==> src/rtl/fti_pkg.sv <==
package fti_pkg;

    // Field and state widths.
    localparam int CPU_W   = 13;
    localparam int SUM_W   = 23;
    localparam int IDX_W   = 6;
    localparam int DRIFT_W = 21;
    localparam int TIME_W  = 42;
    localparam int SUBNS_W = 10;

    // Shared divider: dividend and divisor widths.
    localparam int DIV_NW = 34;
    localparam int DIV_DW = 45;

    // Shared multiplier: operand and product widths.
    localparam int MUL_AW = 32;
    localparam int MUL_BW = 20;
    localparam int MUL_PW = MUL_AW + MUL_BW;

    localparam logic [CPU_W-1:0]  CPU_RESET = 13'd200;
    localparam logic [MUL_BW-1:0] PPM_SCALE = 20'd1000000;
    localparam logic [MUL_BW-1:0] NS_PER_US = 20'd1000;

    localparam logic ACT_SAMPLE = 1'b0;
    localparam logic ACT_QUERY  = 1'b1;

endpackage

==> src/rtl/fti_div.sv <==
module fti_div
    import fti_pkg::*;
(
    input  logic              aclk,
    input  logic              aresetn,
    input  logic              start,
    input  logic [DIV_NW-1:0] dividend,
    input  logic [DIV_DW-1:0] divisor,
    output logic              done,
    output logic [DIV_NW-1:0] quotient,
    output logic [DIV_DW-1:0] remainder
);

    localparam int CNT_W = $clog2(DIV_NW);

    logic              busy_reg;
    logic              done_reg;
    logic [CNT_W-1:0]  cnt_reg;
    logic [DIV_NW-1:0] quo_reg;
    logic [DIV_DW-1:0] rem_reg;
    logic [DIV_DW-1:0] den_reg;

    logic [DIV_DW:0]   trial;
    logic [DIV_DW:0]   trial_diff;
    logic              fits;

    // Restoring division, one quotient bit per cycle. The dividend shifts out
    // of the top of quo_reg while quotient bits shift in at the bottom.
    assign trial      = {rem_reg, quo_reg[DIV_NW-1]};
    assign trial_diff = trial - {1'b0, den_reg};
    assign fits       = trial >= {1'b0, den_reg};

    always_ff @(posedge aclk) begin
        if (!aresetn) begin
            busy_reg <= 1'b0;
            done_reg <= 1'b0;
            cnt_reg  <= '0;
        end else begin
            done_reg <= 1'b0;
            if (start) begin
                busy_reg <= 1'b1;
                cnt_reg  <= '0;
            end else if (busy_reg) begin
                cnt_reg <= cnt_reg + CNT_W'(1);
                if (cnt_reg == CNT_W'(DIV_NW - 1)) begin
                    busy_reg <= 1'b0;
                    done_reg <= 1'b1;
                end
            end
        end
    end

    always_ff @(posedge aclk) begin
        if (start) begin
            quo_reg <= dividend;
            rem_reg <= '0;
            den_reg <= divisor;
        end else if (busy_reg) begin
            rem_reg <= fits ? trial_diff[DIV_DW-1:0] : trial[DIV_DW-1:0];
            quo_reg <= {quo_reg[DIV_NW-2:0], fits};
        end
    end

    assign done      = done_reg;
    assign quotient  = quo_reg;
    assign remainder = rem_reg;

endmodule

==> src/rtl/fti_mul.sv <==
module fti_mul
    import fti_pkg::*;
(
    input  logic              aclk,
    input  logic [MUL_AW-1:0] a,
    input  logic [MUL_BW-1:0] b,
    output logic [MUL_PW-1:0] product
);

    logic [MUL_PW-1:0] product_reg;

    always_ff @(posedge aclk) begin
        product_reg <= MUL_PW'(a) * MUL_PW'(b);
    end

    assign product = product_reg;

endmodule

==> src/rtl/fine_timestamp_interpolator_top.sv <==
// Fine timestamp interpolator. A calibration sample word (action 0) folds the
// phase of its cycle count into a running sum; every CAL_SAMPLES samples the
// mean phase is stored, the block becomes calibrated and, if the micro count
// rose over the round, the drift in ppm is re-estimated. A query word (action 1)
// returns micro_count*1000 ns, plus the interpolated sub-microsecond part once
// calibrated. One word is worked on at a time and s_ready is low until its
// result sits in the output register. All divisions go through one shared
// bit-serial divider of 34 steps and all products through one registered
// multiplier.
module fine_timestamp_interpolator_top
    import fti_pkg::*;
#(
    parameter int CAL_SAMPLES = 16
) (
    input  logic                      aclk,
    input  logic                      aresetn,

    input  logic                      psel,
    input  logic                      penable,
    input  logic                      pwrite,
    input  logic [2:0]                paddr,
    input  logic [31:0]               pwdata,
    output logic [31:0]               prdata,
    output logic                      pready,

    input  logic                      s_valid,
    output logic                      s_ready,
    input  logic                      s_action,
    input  logic [31:0]               s_cycles_first,
    input  logic [31:0]               s_micro_count,
    input  logic [31:0]               s_cycles_second,

    output logic                      m_valid,
    input  logic                      m_ready,
    output logic [TIME_W-1:0]         m_time_ns,
    output logic                      m_fine_used,
    output logic                      m_calibration_done,
    output logic [CPU_W-1:0]          m_mean_phase_out,
    output logic signed [DRIFT_W-1:0] m_drift_out
);

    localparam logic REG_CPU_IDX = 1'b0;

    typedef enum logic [13:0] {
        ST_IDLE      = 14'h0001,
        ST_SMP_GO    = 14'h0002,
        ST_SMP_ACC   = 14'h0004,
        ST_SMP_MEAN  = 14'h0008,
        ST_SMP_MUL1  = 14'h0010,
        ST_SMP_MUL2  = 14'h0020,
        ST_SMP_DRIFT = 14'h0040,
        ST_QRY_GO    = 14'h0080,
        ST_QRY_SCALE = 14'h0100,
        ST_QRY_SNS   = 14'h0200,
        ST_QRY_BASE  = 14'h0400,
        ST_QRY_SUM   = 14'h0800,
        ST_DIV_WAIT  = 14'h1000,
        ST_FIN       = 14'h2000
    } state_t;

    state_t state_reg, state_next;
    state_t ret_reg;

    logic [CPU_W-1:0]   cpu_cfg_reg;

    logic [31:0]        c1_reg;
    logic [31:0]        us_reg;
    logic [31:0]        c2_reg;
    logic [CPU_W-1:0]   cpu_reg;

    logic [IDX_W-1:0]   idx_reg;
    logic [SUM_W-1:0]   sum_reg;
    logic [CPU_W-1:0]   first_phase_reg;
    logic [31:0]        first_micro_reg;
    logic [CPU_W-1:0]   mean_reg;
    logic [DRIFT_W-1:0] drift_reg;
    logic               cal_reg;

    logic [CPU_W-1:0]   phase_reg;
    logic [DIV_DW-1:0]  ideal_reg;
    logic               neg_reg;
    logic [SUBNS_W-1:0] subns_reg;
    logic [TIME_W-1:0]  time_reg;
    logic               fine_reg;
    logic               done_reg;

    logic               m_valid_reg, m_valid_next;
    logic [TIME_W-1:0]  m_time_reg;
    logic               m_fine_reg;
    logic               m_done_reg;
    logic [CPU_W-1:0]   m_mean_reg;
    logic [DRIFT_W-1:0] m_drift_reg;

    logic               div_start;
    logic [DIV_NW-1:0]  div_n;
    logic [DIV_DW-1:0]  div_d;
    logic               div_done;
    logic [DIV_NW-1:0]  div_quo;
    logic [DIV_DW-1:0]  div_rem;

    logic [MUL_AW-1:0]  mul_a;
    logic [MUL_BW-1:0]  mul_b;
    logic [MUL_PW-1:0]  mul_p;

    logic               cfg_wr;
    logic               in_acc;
    logic               out_load;
    logic [CPU_W-1:0]   cpu_eff;
    logic [CPU_W-1:0]   phase;
    logic [SUM_W-1:0]   sum_new;
    logic               round_last;
    logic [CPU_W:0]     phase_diff;
    logic [CPU_W:0]     phase_mag;
    logic [31:0]        mid;
    logic [31:0]        sub_arg;
    logic [DIV_NW-1:0]  drift_signed;

    // Configuration port.
    assign pready = 1'b1;
    assign cfg_wr = psel && penable && pwrite && pready;
    assign prdata = (paddr[2] == REG_CPU_IDX) ? {{(32 - CPU_W){1'b0}}, cpu_cfg_reg} : 32'd0;

    always_ff @(posedge aclk) begin
        if (!aresetn) begin
            cpu_cfg_reg <= CPU_RESET;
        end else if (cfg_wr && paddr[2] == REG_CPU_IDX) begin
            cpu_cfg_reg <= pwdata[CPU_W-1:0];
        end
    end

    assign cpu_eff = (cpu_cfg_reg == '0) ? CPU_W'(1) : cpu_cfg_reg;

    assign s_ready  = (state_reg == ST_IDLE);
    assign in_acc   = s_valid && s_ready;
    assign out_load = (state_reg == ST_FIN) && (!m_valid_reg || m_ready);

    // Datapath helpers.
    assign phase      = div_rem[CPU_W-1:0];
    assign sum_new    = (idx_reg == '0) ? SUM_W'(phase) : sum_reg + SUM_W'(phase);
    assign round_last = ({1'b0, idx_reg} + (IDX_W + 1)'(1)) >= (IDX_W + 1)'(CAL_SAMPLES);
    assign phase_diff = {1'b0, phase_reg} - {1'b0, first_phase_reg};
    assign phase_mag  = phase_diff[CPU_W] ? (~phase_diff + (CPU_W + 1)'(1)) : phase_diff;
    assign mid        = c1_reg + ((c2_reg - c1_reg) >> 1);
    assign sub_arg    = mid - 32'(mean_reg) + 32'(cpu_reg);
    assign drift_signed = neg_reg ? (~div_quo + DIV_NW'(1)) : div_quo;

    fti_div u_div (
        .aclk      (aclk),
        .aresetn   (aresetn),
        .start     (div_start),
        .dividend  (div_n),
        .divisor   (div_d),
        .done      (div_done),
        .quotient  (div_quo),
        .remainder (div_rem)
    );

    fti_mul u_mul (
        .aclk    (aclk),
        .a       (mul_a),
        .b       (mul_b),
        .product (mul_p)
    );

    // Operand selection for the shared units and the next state.
    always_comb begin
        div_start  = 1'b0;
        div_n      = '0;
        div_d      = '0;
        mul_a      = '0;
        mul_b      = '0;
        state_next = state_reg;
        case (state_reg)
            ST_IDLE: begin
                if (in_acc) begin
                    state_next = (s_action == ACT_SAMPLE) ? ST_SMP_GO : ST_QRY_GO;
                end
            end
            ST_SMP_GO: begin
                div_start  = 1'b1;
                div_n      = DIV_NW'(c1_reg);
                div_d      = DIV_DW'(cpu_reg);
                state_next = ST_DIV_WAIT;
            end
            ST_SMP_ACC: begin
                if (round_last) begin
                    div_start  = 1'b1;
                    div_n      = DIV_NW'(sum_new);
                    div_d      = DIV_DW'(CAL_SAMPLES);
                    state_next = ST_DIV_WAIT;
                end else begin
                    state_next = ST_FIN;
                end
            end
            ST_SMP_MEAN: begin
                mul_a      = us_reg - first_micro_reg;
                mul_b      = MUL_BW'(cpu_reg);
                state_next = (us_reg > first_micro_reg) ? ST_SMP_MUL1 : ST_FIN;
            end
            ST_SMP_MUL1: begin
                mul_a      = MUL_AW'(phase_mag);
                mul_b      = PPM_SCALE;
                state_next = ST_SMP_MUL2;
            end
            ST_SMP_MUL2: begin
                div_start  = 1'b1;
                div_n      = mul_p[DIV_NW-1:0];
                div_d      = ideal_reg;
                state_next = ST_DIV_WAIT;
            end
            ST_SMP_DRIFT: begin
                state_next = ST_FIN;
            end
            ST_QRY_GO: begin
                if (cal_reg) begin
                    div_start  = 1'b1;
                    div_n      = DIV_NW'(sub_arg);
                    div_d      = DIV_DW'(cpu_reg);
                    state_next = ST_DIV_WAIT;
                end else begin
                    state_next = ST_QRY_BASE;
                end
            end
            ST_QRY_SCALE: begin
                mul_a      = MUL_AW'(div_rem[CPU_W-1:0]);
                mul_b      = NS_PER_US;
                state_next = ST_QRY_SNS;
            end
            ST_QRY_SNS: begin
                div_start  = 1'b1;
                div_n      = DIV_NW'(mul_p[SUM_W-1:0]);
                div_d      = DIV_DW'(cpu_reg);
                state_next = ST_DIV_WAIT;
            end
            ST_QRY_BASE: begin
                mul_a      = us_reg;
                mul_b      = NS_PER_US;
                state_next = ST_QRY_SUM;
            end
            ST_QRY_SUM: begin
                state_next = ST_FIN;
            end
            ST_DIV_WAIT: begin
                if (div_done) begin
                    state_next = ret_reg;
                end
            end
            ST_FIN: begin
                if (out_load) begin
                    state_next = ST_IDLE;
                end
            end
            default: begin
                state_next = ST_IDLE;
            end
        endcase
    end

    always_comb begin
        m_valid_next = m_valid_reg;
        if (out_load) begin
            m_valid_next = 1'b1;
        end else if (m_ready) begin
            m_valid_next = 1'b0;
        end
    end

    // Control and calibration state.
    always_ff @(posedge aclk) begin
        if (!aresetn) begin
            state_reg       <= ST_IDLE;
            ret_reg         <= ST_IDLE;
            m_valid_reg     <= 1'b0;
            idx_reg         <= '0;
            sum_reg         <= '0;
            first_phase_reg <= '0;
            first_micro_reg <= '0;
            mean_reg        <= '0;
            drift_reg       <= '0;
            cal_reg         <= 1'b0;
        end else begin
            state_reg   <= state_next;
            m_valid_reg <= m_valid_next;
            case (state_reg)
                ST_SMP_GO: begin
                    ret_reg <= ST_SMP_ACC;
                end
                ST_SMP_ACC: begin
                    sum_reg <= sum_new;
                    if (idx_reg == '0) begin
                        first_phase_reg <= phase;
                        first_micro_reg <= us_reg;
                    end
                    if (round_last) begin
                        ret_reg <= ST_SMP_MEAN;
                    end else begin
                        idx_reg <= idx_reg + IDX_W'(1);
                    end
                end
                ST_SMP_MEAN: begin
                    mean_reg <= div_quo[CPU_W-1:0];
                    cal_reg  <= 1'b1;
                    idx_reg  <= '0;
                end
                ST_SMP_MUL2: begin
                    ret_reg <= ST_SMP_DRIFT;
                end
                ST_SMP_DRIFT: begin
                    drift_reg <= drift_signed[DRIFT_W-1:0];
                end
                ST_QRY_GO: begin
                    ret_reg <= ST_QRY_SCALE;
                end
                ST_QRY_SNS: begin
                    ret_reg <= ST_QRY_BASE;
                end
                default: begin
                end
            endcase
        end
    end

    // Item payload and result registers.
    always_ff @(posedge aclk) begin
        if (in_acc) begin
            c1_reg    <= s_cycles_first;
            us_reg    <= s_micro_count;
            c2_reg    <= s_cycles_second;
            cpu_reg   <= cpu_eff;
            time_reg  <= '0;
            fine_reg  <= (s_action == ACT_QUERY) && cal_reg;
            done_reg  <= 1'b0;
            subns_reg <= '0;
        end
        case (state_reg)
            ST_SMP_ACC: begin
                phase_reg <= phase;
            end
            ST_SMP_MEAN: begin
                done_reg <= 1'b1;
            end
            ST_SMP_MUL1: begin
                ideal_reg <= mul_p[DIV_DW-1:0];
                neg_reg   <= phase_diff[CPU_W];
            end
            ST_QRY_BASE: begin
                if (fine_reg) begin
                    subns_reg <= div_quo[SUBNS_W-1:0];
                end
            end
            ST_QRY_SUM: begin
                time_reg <= mul_p[TIME_W-1:0] + TIME_W'(subns_reg);
            end
            default: begin
            end
        endcase
        if (out_load) begin
            m_time_reg  <= time_reg;
            m_fine_reg  <= fine_reg;
            m_done_reg  <= done_reg;
            m_mean_reg  <= mean_reg;
            m_drift_reg <= drift_reg;
        end
    end

    assign m_valid            = m_valid_reg;
    assign m_time_ns          = m_time_reg;
    assign m_fine_used        = m_fine_reg;
    assign m_calibration_done = m_done_reg;
    assign m_mean_phase_out   = m_mean_reg;
    assign m_drift_out        = m_drift_reg;

    // A word taken in keeps the block busy for at least the next cycle.
    a_busy_after_accept: assert property (@(posedge aclk) disable iff (!aresetn)
        in_acc |=> !s_ready)
        else $error("input accepted on back-to-back cycles");

    // The divider only reports completion while the sequencer waits for it.
    a_div_done_waiting: assert property (@(posedge aclk) disable iff (!aresetn)
        div_done |-> (state_reg == ST_DIV_WAIT))
        else $error("divider finished outside the wait state");

    // The sample index never reaches the round length.
    a_idx_range: assert property (@(posedge aclk) disable iff (!aresetn)
        {1'b0, idx_reg} < (IDX_W + 1)'(CAL_SAMPLES))
        else $error("sample index out of range");

    // No result is both an interpolated query and a round-closing sample.
    a_fine_xor_done: assert property (@(posedge aclk) disable iff (!aresetn)
        m_valid |-> !(m_fine_used && m_calibration_done))
        else $error("result flags both query and calibration");

endmodule

==> config.mk <==
export PLATFORM = sky130hd
export DESIGN_NAME = fine_timestamp_interpolator_top
export DESIGN_NICKNAME = d
export VERILOG_FILES = /design/src/rtl/fti_pkg.sv /design/src/rtl/fti_div.sv /design/src/rtl/fti_mul.sv /design/src/rtl/fine_timestamp_interpolator_top.sv
export SDC_FILE = /design/constraint.sdc
export NUM_CORES = 2
export LEC_CHECK = 0
export BUFFER_PORTS_ARGS = -buffer_cell sky130_fd_sc_hd__buf_2
export CAP_MARGIN = 20
export CORE_MARGIN = 2
export CORE_UTILIZATION = 60
export CTS_CLUSTER_DIAMETER = 200
export DETAILED_ROUTE_END_ITERATION = 16
export HOLD_SLACK_MARGIN = 0.15
export PLACE_DENSITY_LB_ADDON = 0.2
export SYNTH_ARGS = -nofsm -noshare
export SYNTH_HDL_FRONTEND = slang
export SYNTH_SLANG_ARGS = --single-unit
==> constraint.sdc <==
create_clock -name aclk -period 28.8 [get_ports aclk]
set_clock_uncertainty 0.15 [all_clocks]
set_input_delay 1.44 -clock aclk [delete_from_list [all_inputs] [get_ports aclk]]
set_output_delay 1.44 -clock aclk [all_outputs]
set_load 0.005 [all_outputs]
==> results by group <==
CTS
  • TritonCTS Sinks: 620
  • H-tree Lvls: 3
  • Resized cells post-CTS: 0
  • Post CTS Setup Buffer Count: 0
  • Hold buffer count at cts: 0
  • CTS tree: yes
  • Clock buffer depth: 3
  • CTS buffer count: 67
  • Clock Tree Root: clkbuf_16
  • Skew-Pair Late Insertion Delay: 0.64 ns
  • Clock-pin slew of the registers on the worst-case setup and hold paths: roughly 0.060 ns

GRT
  • Vias in the first global route: around 38k
  • GR Overflow Total: 0
  • GRT Overall Usage: 0.3280
  • First-pass GRT wire length: approximately 220,000 µm
  • Pin count of the biggest net entering global routing: 90
  • Initial antenna violation count: 9

Floorplan
  • Die W: between 200 and 300 µm
  • Ports: approximately 250
  • Die H: between 200 and 300 µm
  • Core area: roughly 85,000 µm²
  • Rows: around 110
  • Die area: around 88,000 µm²
  • Initial Util: 0.6032

Placement
  • Gpl congestion: just over 1
  • Buffers on Ports: between 200 and 250
  • Post-placement cell count: between 6k and 7k
  • Post-Place Worst Slack: around 18 ns
  • Hpwl dp: between 100,000 and 150,000 µm

Logic synthesis
  • Cell Area, Synth: between 50,000 and 60,000 µm²
  • Top-count cell post-synth: inv_1
  • Synth Area in Adders: 0.2888
  • Post-synth top area cell: edfxtp_1
  • XOR/XNOR share of the synthesized area: 0.04301
  • Netlist cell types: 90
  • Top post-synthesis cells by count: inv_1 (848), nand2_1 (603), fa_1 (490)
  • Main combinational cell family by area after synthesis: adder cells
  • Post-synthesis mux area share: 0.008420
  • Simple-Gate Fraction of Synth Area: 0.1302
  • Post-synth EDFFs: about 370
  • Synthesis warning total: 0
  • Main synth FF type: edfxtp_1
  • Post-synth ARST share: 0
  • Area contributors post-synth: edfxtp_1 (22%), fa_1 (19%), dfxtp_1 (9.9%)
  • Register area share after synthesis: 0.3149
  • Synthesized instance count: roughly 5.4k
  • Synth Area in Compound Gates: 0.1330
  • Post-Syn Area per Cell: 9.463 µm²
  • #FFs+latches synth: 620
  • Synth top area share: 0.2162

Setup path
  • Worst path max stage delay: 0.88 ns
  • Worst R2R Setup Slack: 17.81 ns
  • FF-to-FF End: u_mul.product[41]
  • Reg2reg path depth: 36
  • Setup CP Type: register to register
  • Worst Setup Start Kind: register
  • Arr. time, crit path: between 10 and 15 ns
  • Crit path capture type: register
  • Slowest stage cell on the critical path: a31oi_1
  • Worst reg2reg path startpoint: us_reg[0]
  • Critical Path Fanout Max: 6
  • Most frequent cell on the critical path: fa_1
  • Req. time, crit path: between 20 and 30 ns

Drt
  • Drt initial violations: 3,323
  • Routed WL: around 140,000 µm
  • Routed Antenna Nets: 0
  • Drc violations: 0
  • Number of vias per cell: approximately 5.8
  • DR WL/cell: 20.73 µm
  • Drt pass-1 iters: 9
  • Vias post-DR: 39.21k

STA
  • Final WS setup: ~18 ns
  • Max Freq: roughly 91 MHz
  • Pins Over Slew Limit: 0
  • Crit share post-route: 0.3816
  • Relative slew slack: 0.1989
  • RSZ-0062 raised after global routing: false
  • Fin crit period: between 10 and 15 ns
  • Worst-margin pin slew: 1.197 ns
  • Setup TNS: 0 ns
  • Final setup vio count: 0
  • Final hold vios: 0

Pwr
  • VDD IR max: about 0.050 mV
  • Cell Pwr Density: roughly 55 nW/µm²
  • Static Leak: around 25 nW

Finish
  • Layout Nets: 6,638
  • # fillers: roughly 6.9k
  • Share of layout cells above drive strength 1: 0.07851
  • Post-layout util: 0.6601
  • Layout Cells excl Fill: around 7k
  • Area of the multi-input gates: ~31,000 µm²
  • Storage element area: 16,100 µm²
  • Layout area overhead: 9.433%

Worst hold path
  • HP Class: register to register
  • WHS Path Cells: 0
  • HP Start: u_mul.product[42]
  • WHS Endpoint: ideal_reg[42]

Outcome
  • Outcome: finished clean

Flow run
  • # Max-Cap Violations: 0
[worst max-delay path, delay by kind of cell (launching register included)]
family | cells | cell delay (ns)
buf+inv | 7 | 0.41
flops | 1 | 0.44
compound gates | 15 | 4.37
xor+xnor | 1 | 0.16
simple gates | 3 | 0.93
fa+ha+maj | 10 | 4.40
[report_power, final]
group	internal [mW]	switching [mW]	total [mW]
registers	1.01	0.0581	1.07
clock network	0.521	0.363	0.884
logic	0.459	0.674	1.13
[kinds of logic (layout without fill, tap and decap cells)]
kind of cell / after synthesis / after routing
fa+ha+maj: 886 / 886
mux: 43 / 43
xor+xnor: 251 / 251
flops: 620 / 620
compound gates: 1074 / 1074
other cells: 2 / 92
buf+inv: 1081 / 1263
simple gates: 1445 / 1445
[worst max path at each step]
stage,start,to,depth (start not counted)
2_1_floorplan,first_phase_reg[1],u_mul.product[41],38
3_3_place_gp,state_reg[2],u_mul.product[41],34
3_5_place_dp,state_reg[2],u_mul.product[41],34
4_1_cts,state_reg[2],u_mul.product[41],34
5_1_grt,phase_reg[0],u_mul.product[41],40
6_report,us_reg[0],u_mul.product[41],36
[final cells by class]
class	instances	area share
clock buffer	92	0.03328
antenna	6	0.0002684
clock inverter	32	0.007359
multi-input combinational	3785	0.5586
inverter	852	0.05730
sequential	620	0.2877
timing repair buffer	287	0.02984
tap	1144	0.02559
[layout by cell type (no fill, tap or decap), types with 48 or more instances in the layout]
cell type  instances
buf_4             74
nor2_1           349
edfxtp_1         368
ha_1             396
o21ai_0          217
and2_1            72
a21oi_1          368
nand3_1           63
nand2_1          601
nor2b_1           78
dfxtp_1          251
a211oi_1          62
conb_1            86
inv_1            846
xor2_1           105
clkbuf_16         68
buf_2            210
fa_1             490
nor3_1            48
a21o_1            93
xnor2_1          146
[per-layer routing]
| metal | wire (µm) | global-route usage |
|---|---|---|
| met5 | 9 | 0 |
| met4 | 6746 | 0.1466 |
| met3 | 13400 | 0.07405 |
| met2 | 63000 | 0.5130 |
| met1 | 58150 | 0.4381 |
[per-stage QoR]
stage | total power, mW | cell area, µm² | hold slack (ns)
4_1_cts | 3.076 | 55850 | 0.2494
3_3_place_gp | 2.160 | 53580 | 0.2421
3_5_place_dp | 2.182 | 53580 | 0.2395
2_1_floorplan | 1.883 | 51430 | 0.2355
6_report | 3.085 | 55940 | 0.2530
5_1_grt | 3.262 | 55920 | 0.2579
(Power assumes the default switching activity.)
